--- src/sv/esc_pkg.sv ---
// Shared types and constants of the elevator scan controller.
`default_nettype none

package esc_pkg;

  localparam int unsigned FLOOR_W = 5;
  localparam int unsigned CMD_W   = 2;
  localparam int unsigned HEAD_W  = 2;

  localparam logic [FLOOR_W-1:0] NUM_FLOORS_RST = 5'd10;

  typedef enum logic [CMD_W-1:0] {
    CMD_TICK    = 2'd0,
    CMD_HALL_UP = 2'd1,
    CMD_HALL_DN = 2'd2,
    CMD_CAR     = 2'd3
  } cmd_e;

  typedef enum logic [HEAD_W-1:0] {
    DIR_IDLE = 2'd0,
    DIR_UP   = 2'd1,
    DIR_DOWN = 2'd2
  } dir_e;

  // Start request for one floor scan.
  typedef struct packed {
    logic start;
    logic up;
    logic empty;
  } scan_cmd_t;

  // Hit flags of a finished scan: first primary, first secondary, last tertiary.
  typedef struct packed {
    logic p;
    logic s;
    logic t;
  } scan_hit_t;

endpackage

`default_nettype wire

--- src/sv/elevator_scan_controller_core.sv ---
// Top level of the single-car elevator scan controller.
//
// Input words (cmd_i, floor_i) enter on in_valid_i / in_stall_o; every word
// yields exactly one result word on out_valid_o / out_stall_i. A request word
// sets one bit in the hall up, hall down or car call map, or flags bad_floor_o.
// A tick word serves the calls of at most one floor by a floor-by-floor scan.
// A request word goes to S_FIN, which loads its result once the output is free.
// A tick walks the floors one per cycle in a shared scan unit: one pass from
// the car toward the end of travel when moving, two passes (up, then down)
// when idle, over a call map of MAX_FLOORS entries (MAX_FLOORS capped at 32).
// One word is in work at a time; in_stall_o stays high until its result has
// been placed in the output register, so the next word can enter while a
// result waits. A stalled result holds its value. The num_floors register is
// written over cfg_valid_i / cfg_ready_o while the block is idle and drops
// calls above the new top floor. Reset puts the car at floor 1, idle, with no
// calls pending and num_floors at 10.
`default_nettype none

module elevator_scan_controller_core import esc_pkg::*; #(
  parameter int unsigned MAX_FLOORS = 32
) (
  input  wire logic               clk_i,
  input  wire logic               rst_ni,
  input  wire logic               in_valid_i,
  output logic                    in_stall_o,
  input  wire logic [CMD_W-1:0]   cmd_i,
  input  wire logic [FLOOR_W-1:0] floor_i,
  output logic                    out_valid_o,
  input  wire logic               out_stall_i,
  output logic [FLOOR_W-1:0]      floor_now_o,
  output logic [HEAD_W-1:0]       heading_o,
  output logic                    moved_o,
  output logic                    bad_floor_o,
  output logic                    any_pending_o,
  input  wire logic               cfg_valid_i,
  output logic                    cfg_ready_o,
  input  wire logic [FLOOR_W-1:0] cfg_num_floors_i
);

  // Floor numbers never exceed the 5-bit field, so at most 32 map entries are live.
  localparam int unsigned NMAP = (MAX_FLOORS > 32) ? 32 : MAX_FLOORS;
  localparam int unsigned IW   = $clog2(NMAP);
  localparam logic [FLOOR_W:0] MAX_TOP_W = (FLOOR_W + 1)'(NMAP - 1);

  typedef enum logic [3:0] {
    S_READY = 4'b0001,
    S_SCAN  = 4'b0010,
    S_SCAN2 = 4'b0100,
    S_FIN   = 4'b1000
  } state_e;

  state_e               state_q, state_d;
  logic [FLOOR_W-1:0]   nf_q, nf_d;
  logic [IW-1:0]        car_q, car_d;
  dir_e                 dir_q, dir_d;
  dir_e                 mode_q, mode_d;
  logic [NMAP-1:0]      hu_q, hu_d;
  logic [NMAP-1:0]      hd_q, hd_d;
  logic [NMAP-1:0]      cc_q, cc_d;
  logic                 moved_q, moved_d;
  logic                 bad_q, bad_d;
  logic                 uh_vld_q, uh_vld_d;
  logic [IW-1:0]        uh_idx_q, uh_idx_d;
  logic                 above_q, above_d;

  logic                 ovld_q, ovld_d;
  logic [FLOOR_W-1:0]   o_floor_q, o_floor_d;
  logic [HEAD_W-1:0]    o_head_q, o_head_d;
  logic                 o_moved_q, o_moved_d;
  logic                 o_bad_q, o_bad_d;
  logic                 o_any_q, o_any_d;

  logic [IW-1:0]        top;
  logic                 any_req;
  logic                 in_acc;
  logic                 cfg_acc;
  logic                 out_free;
  logic                 fl_ok;
  logic [IW-1:0]        car_m1;
  logic [IW-1:0]        dist_up;
  logic [IW-1:0]        dist_dn;
  logic [NMAP-1:0]      keep;

  scan_cmd_t            scmd;
  logic                 s_start;
  logic [IW:0]          s_from;
  logic [IW-1:0]        s_to;
  logic                 s_bit_p, s_bit_s, s_bit_t;
  logic [IW:0]          s_idx;
  logic [IW-1:0]        s_ridx;
  logic                 s_done;
  scan_hit_t            s_hit;
  logic [IW-1:0]        s_p_idx, s_s_idx, s_t_idx;

  assign top = ({1'b0, nf_q} > MAX_TOP_W) ? IW'(NMAP - 1) : nf_q[IW-1:0];
  assign any_req  = |(hu_q | hd_q | cc_q);
  assign in_stall_o  = (state_q != S_READY);
  assign cfg_ready_o = (state_q == S_READY);
  assign in_acc   = in_valid_i && !in_stall_o;
  assign cfg_acc  = cfg_valid_i && cfg_ready_o;
  assign out_free = !ovld_q || !out_stall_i;
  assign fl_ok    = (floor_i != '0) &&
                    ({1'b0, floor_i} <= (FLOOR_W + 1)'(top));
  assign car_m1   = car_q - IW'(1);
  assign dist_up  = uh_idx_q - car_q;
  assign dist_dn  = car_q - s_p_idx;
  assign s_ridx   = s_idx[IW-1:0];

  always_comb begin
    for (int i = 0; i < NMAP; i++) begin
      keep[i] = ((FLOOR_W + 1)'(i) <= {1'b0, cfg_num_floors_i});
    end
  end

  // Scan range for the pass that starts this cycle.
  always_comb begin
    scmd.start = s_start;
    scmd.up    = 1'b1;
    scmd.empty = 1'b0;
    s_from     = {1'b0, car_q};
    s_to       = top;
    if (state_q == S_SCAN) begin
      // Second pass of an idle tick: downward from the car, clipped to the top.
      scmd.up = 1'b0;
      s_from  = (car_q > top) ? {1'b0, top} : {1'b0, car_q};
      s_to    = '0;
    end else begin
      case (dir_q)
        DIR_UP: begin
          s_from     = {1'b0, car_q} + 1'b1;
          scmd.empty = (car_q >= top);
        end
        DIR_DOWN: begin
          scmd.up    = 1'b0;
          s_from     = (car_m1 > top) ? {1'b0, top} : {1'b0, car_m1};
          s_to       = '0;
          scmd.empty = (car_q == '0);
        end
        default: begin
          scmd.empty = (car_q > top);
        end
      endcase
    end
  end

  // Map selection feeding the scan unit for each pass and direction.
  always_comb begin
    s_bit_p = 1'b0;
    s_bit_s = 1'b0;
    s_bit_t = 1'b0;
    if (state_q == S_SCAN2) begin
      s_bit_p = hd_q[s_ridx] | cc_q[s_ridx];
    end else begin
      case (mode_q)
        DIR_UP: begin
          s_bit_p = cc_q[s_ridx];
          s_bit_s = hu_q[s_ridx];
          s_bit_t = hd_q[s_ridx];
        end
        DIR_DOWN: begin
          s_bit_p = cc_q[s_ridx];
          s_bit_s = hd_q[s_ridx];
          s_bit_t = hu_q[s_ridx];
        end
        default: begin
          s_bit_p = hu_q[s_ridx] | cc_q[s_ridx];
          s_bit_t = hd_q[s_ridx];
        end
      endcase
    end
  end

  always_comb begin
    state_d   = state_q;
    nf_d      = nf_q;
    car_d     = car_q;
    dir_d     = dir_q;
    mode_d    = mode_q;
    hu_d      = hu_q;
    hd_d      = hd_q;
    cc_d      = cc_q;
    moved_d   = moved_q;
    bad_d     = bad_q;
    uh_vld_d  = uh_vld_q;
    uh_idx_d  = uh_idx_q;
    above_d   = above_q;
    s_start   = 1'b0;
    ovld_d    = ovld_q && out_stall_i;
    o_floor_d = o_floor_q;
    o_head_d  = o_head_q;
    o_moved_d = o_moved_q;
    o_bad_d   = o_bad_q;
    o_any_d   = o_any_q;

    case (state_q)
      S_READY: begin
        if (in_acc) begin
          moved_d = 1'b0;
          bad_d   = 1'b0;
          state_d = S_FIN;
          if (cmd_e'(cmd_i) == CMD_TICK) begin
            if (!any_req) begin
              dir_d = DIR_IDLE;
            end else begin
              mode_d  = dir_q;
              s_start = 1'b1;
              state_d = S_SCAN;
            end
          end else if (!fl_ok) begin
            bad_d = 1'b1;
          end else begin
            case (cmd_e'(cmd_i))
              CMD_HALL_UP: hu_d[floor_i[IW-1:0]] = 1'b1;
              CMD_HALL_DN: hd_d[floor_i[IW-1:0]] = 1'b1;
              default:     cc_d[floor_i[IW-1:0]] = 1'b1;
            endcase
          end
        end
      end
      S_SCAN: begin
        if (s_done) begin
          state_d = S_FIN;
          case (mode_q)
            DIR_UP: begin
              if (s_hit.p) begin
                car_d = s_p_idx;
                cc_d[s_p_idx] = 1'b0;
                moved_d = 1'b1;
              end else if (s_hit.s) begin
                car_d = s_s_idx;
                hu_d[s_s_idx] = 1'b0;
                moved_d = 1'b1;
              end else if (s_hit.t) begin
                dir_d = DIR_DOWN;
                car_d = s_t_idx;
                hd_d[s_t_idx] = 1'b0;
                moved_d = 1'b1;
              end else begin
                dir_d = DIR_DOWN;
              end
            end
            DIR_DOWN: begin
              if (s_hit.p) begin
                car_d = s_p_idx;
                cc_d[s_p_idx] = 1'b0;
                moved_d = 1'b1;
              end else if (s_hit.s) begin
                car_d = s_s_idx;
                hd_d[s_s_idx] = 1'b0;
                moved_d = 1'b1;
              end else if (s_hit.t) begin
                dir_d = DIR_UP;
                car_d = s_t_idx;
                hu_d[s_t_idx] = 1'b0;
                moved_d = 1'b1;
              end else begin
                dir_d = DIR_UP;
              end
            end
            default: begin
              // Idle: keep the upward result and run the downward pass.
              uh_vld_d = s_hit.p;
              uh_idx_d = s_p_idx;
              above_d  = s_hit.t;
              s_start  = 1'b1;
              state_d  = S_SCAN2;
            end
          endcase
        end
      end
      S_SCAN2: begin
        if (s_done) begin
          state_d = S_FIN;
          if (uh_vld_q && (!s_hit.p || (dist_up <= dist_dn))) begin
            dir_d = DIR_UP;
            car_d = uh_idx_q;
            hu_d[uh_idx_q] = 1'b0;
            cc_d[uh_idx_q] = 1'b0;
            moved_d = 1'b1;
          end else if (s_hit.p) begin
            dir_d = DIR_DOWN;
            car_d = s_p_idx;
            hd_d[s_p_idx] = 1'b0;
            cc_d[s_p_idx] = 1'b0;
            moved_d = 1'b1;
          end else begin
            // Only down calls above or up calls below: head toward them.
            dir_d = above_q ? DIR_UP : DIR_DOWN;
          end
        end
      end
      S_FIN: begin
        if (out_free) begin
          ovld_d    = 1'b1;
          o_floor_d = FLOOR_W'(car_q);
          o_head_d  = dir_q;
          o_moved_d = moved_q;
          o_bad_d   = bad_q;
          o_any_d   = any_req;
          state_d   = S_READY;
        end
      end
      default: begin
        state_d = S_READY;
      end
    endcase

    if (cfg_acc) begin
      nf_d = cfg_num_floors_i;
      hu_d = hu_d & keep;
      hd_d = hd_d & keep;
      cc_d = cc_d & keep;
    end
  end

  esc_scan #(
    .IW (IW)
  ) u_scan (
    .clk_i   (clk_i),
    .rst_ni  (rst_ni),
    .cmd_i   (scmd),
    .from_i  (s_from),
    .to_i    (s_to),
    .bit_p_i (s_bit_p),
    .bit_s_i (s_bit_s),
    .bit_t_i (s_bit_t),
    .idx_o   (s_idx),
    .done_o  (s_done),
    .hit_o   (s_hit),
    .p_idx_o (s_p_idx),
    .s_idx_o (s_s_idx),
    .t_idx_o (s_t_idx)
  );

  always_ff @(posedge clk_i or negedge rst_ni) begin
    if (!rst_ni) begin
      state_q <= S_READY;
      nf_q    <= NUM_FLOORS_RST;
      car_q   <= IW'(1);
      dir_q   <= DIR_IDLE;
      mode_q  <= DIR_IDLE;
      hu_q    <= '0;
      hd_q    <= '0;
      cc_q    <= '0;
      ovld_q  <= 1'b0;
    end else begin
      state_q <= state_d;
      nf_q    <= nf_d;
      car_q   <= car_d;
      dir_q   <= dir_d;
      mode_q  <= mode_d;
      hu_q    <= hu_d;
      hd_q    <= hd_d;
      cc_q    <= cc_d;
      ovld_q  <= ovld_d;
    end
  end

  always_ff @(posedge clk_i) begin
    moved_q   <= moved_d;
    bad_q     <= bad_d;
    uh_vld_q  <= uh_vld_d;
    uh_idx_q  <= uh_idx_d;
    above_q   <= above_d;
    o_floor_q <= o_floor_d;
    o_head_q  <= o_head_d;
    o_moved_q <= o_moved_d;
    o_bad_q   <= o_bad_d;
    o_any_q   <= o_any_d;
  end

  assign out_valid_o   = ovld_q;
  assign floor_now_o   = o_floor_q;
  assign heading_o     = o_head_q;
  assign moved_o       = o_moved_q;
  assign bad_floor_o   = o_bad_q;
  assign any_pending_o = o_any_q;

endmodule

`default_nettype wire

--- src/sv/esc_scan.sv ---
// Floor-by-floor scan unit that walks an index range and records request hits.
`default_nettype none

module esc_scan import esc_pkg::*; #(
  parameter int unsigned IW = 5
) (
  input  wire logic          clk_i,
  input  wire logic          rst_ni,
  input  wire scan_cmd_t     cmd_i,
  input  wire logic [IW:0]   from_i,
  input  wire logic [IW-1:0] to_i,
  input  wire logic          bit_p_i,
  input  wire logic          bit_s_i,
  input  wire logic          bit_t_i,
  output logic [IW:0]        idx_o,
  output logic               done_o,
  output scan_hit_t          hit_o,
  output logic [IW-1:0]      p_idx_o,
  output logic [IW-1:0]      s_idx_o,
  output logic [IW-1:0]      t_idx_o
);

  logic          busy_q, busy_d;
  logic          up_q, up_d;
  logic          done_q, done_d;
  logic [IW:0]   idx_q, idx_d;
  logic [IW-1:0] to_q, to_d;
  scan_hit_t     hit_q, hit_d;
  logic [IW-1:0] p_idx_q, p_idx_d;
  logic [IW-1:0] s_idx_q, s_idx_d;
  logic [IW-1:0] t_idx_q, t_idx_d;
  logic          last_step;

  assign last_step = (idx_q == {1'b0, to_q});

  always_comb begin
    busy_d  = busy_q;
    up_d    = up_q;
    idx_d   = idx_q;
    to_d    = to_q;
    hit_d   = hit_q;
    p_idx_d = p_idx_q;
    s_idx_d = s_idx_q;
    t_idx_d = t_idx_q;
    done_d  = 1'b0;
    if (cmd_i.start) begin
      busy_d = !cmd_i.empty;
      done_d = cmd_i.empty;
      up_d   = cmd_i.up;
      idx_d  = from_i;
      to_d   = to_i;
      hit_d  = '0;
    end else if (busy_q) begin
      // The first hit wins for the primary and secondary maps, the last for the tertiary.
      if (bit_p_i && !hit_q.p) begin
        hit_d.p = 1'b1;
        p_idx_d = idx_q[IW-1:0];
      end
      if (bit_s_i && !hit_q.s) begin
        hit_d.s = 1'b1;
        s_idx_d = idx_q[IW-1:0];
      end
      if (bit_t_i) begin
        hit_d.t = 1'b1;
        t_idx_d = idx_q[IW-1:0];
      end
      if (last_step) begin
        busy_d = 1'b0;
        done_d = 1'b1;
      end else if (up_q) begin
        idx_d = idx_q + 1'b1;
      end else begin
        idx_d = idx_q - 1'b1;
      end
    end
  end

  always_ff @(posedge clk_i or negedge rst_ni) begin
    if (!rst_ni) begin
      busy_q <= 1'b0;
      done_q <= 1'b0;
    end else begin
      busy_q <= busy_d;
      done_q <= done_d;
    end
  end

  always_ff @(posedge clk_i) begin
    up_q    <= up_d;
    idx_q   <= idx_d;
    to_q    <= to_d;
    hit_q   <= hit_d;
    p_idx_q <= p_idx_d;
    s_idx_q <= s_idx_d;
    t_idx_q <= t_idx_d;
  end

  assign idx_o   = idx_q;
  assign done_o  = done_q;
  assign hit_o   = hit_q;
  assign p_idx_o = p_idx_q;
  assign s_idx_o = s_idx_q;
  assign t_idx_o = t_idx_q;

endmodule

`default_nettype wire
--- config.mk ---
export PLATFORM = sky130hd
export DESIGN_NAME = elevator_scan_controller_core
export DESIGN_NICKNAME = d
export VERILOG_FILES = /design/src/sv/esc_pkg.sv /design/src/sv/elevator_scan_controller_core.sv /design/src/sv/esc_scan.sv
export SDC_FILE = /design/constraint.sdc
export NUM_CORES = 1
export LEC_CHECK = 0
export BUFFER_PORTS_ARGS = -buffer_cell sky130_fd_sc_hd__clkbuf_2
export CAP_MARGIN = 20
export CORE_MARGIN = 2
export CORE_UTILIZATION = 50
export CTS_CLUSTER_SIZE = 14
export DETAILED_ROUTE_END_ITERATION = 8
export GPL_ROUTABILITY_DRIVEN = 0
export PLACE_DENSITY = 0.64
export REMOVE_ABC_BUFFERS = 1
export SLEW_MARGIN = 20
export SYNTH_ARGS = -nofsm -noshare
export SYNTH_HDL_FRONTEND = slang
export SYNTH_SLANG_ARGS = --single-unit
--- constraint.sdc ---
create_clock -name clk_i -period 8.5 [get_ports clk_i]
set_input_delay 0.85 -clock clk_i [delete_from_list [all_inputs] [get_ports clk_i]]
set_output_delay 0.85 -clock clk_i [all_outputs]
set_load 0.005 [all_outputs]
==> flow_summary.ini <==
[outcome]
outcome = finished with violations
violations = DRC

[clocking]
postCtsResizedCells = 0
cts_max_level = 4
clockBufferDepth = 2
cts-root-buf = clkbuf_16
insertion_delay_ns = 0.44
post_cts_buffers = 0
cts_tree = yes
clk_pin_slew_ns = 0.07
clock_sinks = 166
numCtsBuffers = 17
holdBufCountCts = 0

[synth]
synthArstFlopShare = 0.705
avgSynthCellArea_sq_um = 8.11
synth_cell_types = 81
synthFlopType = dfrtp_1
syn-cell-area_sq_um = 12700
ys_ff_latch = 166
yosys_warnings = 0
ys_seq_area_frac = 0.344
synthesis.instances = 1567
synth_edf_count = 46

[detailed_routing]
drt_wl_total_um = 53600
drc = 46
dr.pass1.iters = 9
drt_iter0_drc = 2250
ant_nets = 0
routed-via-count = 13516
wire_per_inst_um = 28.8
via_per_inst = 7.27

[critical_path]
critPathKind = reg -> reg
critPathArrivalTime_ns = 4.97
path_max_fanout = 10
slowest_delay_ns = 1.16
path_cells = inv_1 -> ha_1 -> fa_1 -> inv_1 -> a21o_1 -> a21oi_1 -> xnor2_1 -> ha_1 -> nand3_1 -> a21oi_1 -> o311ai_2 -> a21oi_1 -> nand2_1 -> a211oi_1 -> nor3_1
worstPathRequired_ns = 8.81
cpMaxStageDelayCell = a21oi_1
startpoint_type = register
path_buf_inv = 2
cp_top_family = compound AO/OA/AOI/OAI gates
crit_path_frequent_cell = a21oi_1
cp-end-kind = register

[floorplan]
die-height_um = 163
rows = 58
start_util = 0.507
coreArea_sq_um = 25000
ios = 30
die_x_um = 163
fp.dieArea_sq_um = 26700

[timing]
setup-tns-final_ns = 0
finalClockSkew_ns = 0.0135
min_period_ns = 4.66
fin_ws_ns = 3.84
drv_slew = 0
hold_ws_ns = 0.432
relSlewSlack = 0.116
final-setup-viol-count = 0
min_period_over_period = 0.548
hold_viol_final = 0
worst_pin_slew_ns = 1.33
rsz0062_at_grt = no
max_freq_ghz = 0.215

[min_path]
hp-class = in -> async

[global_routing]
grt_max_degree = 74
grt_pass1_wl_um = 79200
grt_usage = 0.401
overflow = 0
grt_pass1_vias = 12461
antenna_found_initial = 1

[power_and_ir_drop]
irDropWorstVdd_mv = 0.187
powerDensity_nw_per_um2 = 284
leakage_nw = 5.43

[place]
place_inst = 1827
dp_hpwl_um = 37400
dp_slack_ns = 4.14
io_buffers = 29

[flow_run]
max_cap_violations = 0

[cells_and_area]
finalNetCount = 1579
antenna_cells = 0
syn_to_final_growth_pct = 6.90
finalNonFillerCells = 1860
drive_above_1_share = 0.111
layout make-up:
cell class | count | area, sq um
fill | 2374 | 11500
multi-input combinational | 1234 | 7700
sequential | 166 | 4370
clock buffer | 21 | 483
tap | 330 | 413
timing repair buffer | 56 | 348
inverter | 42 | 158
clock inverter | 11 | 108
metrics by stage:
step / util / cell area [sq um] / total power [mW]
global placement: 0.518 / 13000 / 2.92
floorplan: - / 12200 / 2.27
finish: 0.543 / 13600 / 3.86
detailed placement: 0.519 / 13000 / 2.95
CTS: 0.542 / 13600 / 3.74
global route: 0.543 / 13600 / 4.00
kinds of logic (layout without fill, tap and decap cells):
kind of cell | after synthesis | in the layout | synth area share
multiplexers | 49 | 49 | 0.0553
AND/OR/NAND/NOR | 564 | 564 | 0.222
AO/OA/AOI/OAI | 554 | 554 | 0.264
flip-flops | 166 | 166 | 0.344
XOR/XNOR | 22 | 22 | 0.0152
buffers and inverters | 167 | 130 | 0.0536
adder cells (fa/ha/maj) | 45 | 45 | 0.0461
final timing paths:
| check | endpoint | cells past startpoint | slack, ns | startpoint |
|---|---|---|---|---|
| min in group clk_i | moved_o | 0 | 0.44 | moved_q |
| setup reg to reg | cc_q[15] | 15 | 3.84 | car_q[0] |
| hold / removal | mode_q[1] | 1 | 0.43 | rst_ni |
| max in group asynchronous | hd_q[14] | 2 | 6.56 | rst_ni |
| hold reg to reg | moved_o | 0 | 0.44 | moved_q |
| setup / recovery | cc_q[15] | 15 | 3.84 | car_q[0] |
Yosys cell counts (all sizes together), types with 4 or more instances:
| master | n | area share |
|---|---|---|
| a21oi | 258 | 0.10 |
| nand2 | 136 | 0.040 |
| nor3 | 123 | 0.049 |
| nor2 | 116 | 0.034 |
| dfrtp | 113 | 0.22 |
| o21ai | 108 | 0.043 |
| clkbuf | 100 | 0.030 |
| edfxtp | 46 | 0.11 |
| a31oi | 45 | 0.023 |
| ha | 42 | 0.041 |
| inv | 42 | 0.012 |
| nor4 | 32 | 0.016 |
| nand3 | 28 | 0.011 |
| buf | 25 | 0.012 |
| a211oi | 22 | 0.013 |
| mux2 | 21 | 0.019 |
| a221oi | 20 | 0.014 |
| or2 | 17 | 0.0084 |
| a21o | 16 | 0.0095 |
| nand4 | 16 | 0.0079 |
| nand3b | 15 | 0.0092 |
| and2 | 14 | 0.0069 |
| and3 | 14 | 0.0069 |
| mux2i | 14 | 0.011 |
| mux4 | 14 | 0.026 |
| nor2b | 14 | 0.0069 |
| o22ai | 13 | 0.0064 |
| nand2b | 12 | 0.0059 |
| xnor2 | 12 | 0.0083 |
| nor3b | 10 | 0.0079 |
| xor2 | 10 | 0.0069 |
| a2111oi | 7 | 0.0088 |
| a221o | 7 | 0.0055 |
| o2111ai | 7 | 0.0048 |
| o221ai | 7 | 0.0048 |
| or3 | 7 | 0.0034 |
| a22oi | 6 | 0.0035 |
| a311oi | 6 | 0.0041 |
| a41oi | 4 | 0.0028 |
| dfstp | 4 | 0.0083 |
| or3b | 4 | 0.0028 |
sequential cells by signal, summed over array words and instances (netlist names), 6 cells and up:
| register | flops |
|---|---|
| u_scan.idx_o | 6 |
| hd_q | 32 |
| cc_q | 32 |
| hu_q | 32 |
routing by layer:
metal / vias to the layer above / routed length [um] / GRT usage
met1: 6391 / 20300 / 0.524
met5: - / 68 / 0.0227
li1: 5773 / - / -
met4: 2 / 2960 / 0.168
met2: 1102 / 21100 / 0.550
met3: 248 / 9060 / 0.211
power breakdown:
part	switching (mW)	internal, mW
combinational	1.27	0.568
sequential	0.235	0.985
clock	0.357	0.444
cell usage in the layout (no fill, tap or decap), types with 19 or more instances in the layout:
master     Yosys  layout
nand3_1       28      28
a211oi_1      21      21
buf_4          0      27
nor2_1       115     113
nor4_1        32      32
mux2_2        20      20
dfrtp_1      113     113
edfxtp_1      46      46
nor3_1       121     119
clkbuf_2       0      28
ha_1          42      40
clkbuf_16      0      19
a21oi_1      257     256
a31oi_1       44      44
inv_1         41      41
o21ai_0      104     104
a221oi_1      20      20
nand2_1      136     136
Power figures use the tool's default switching activity.
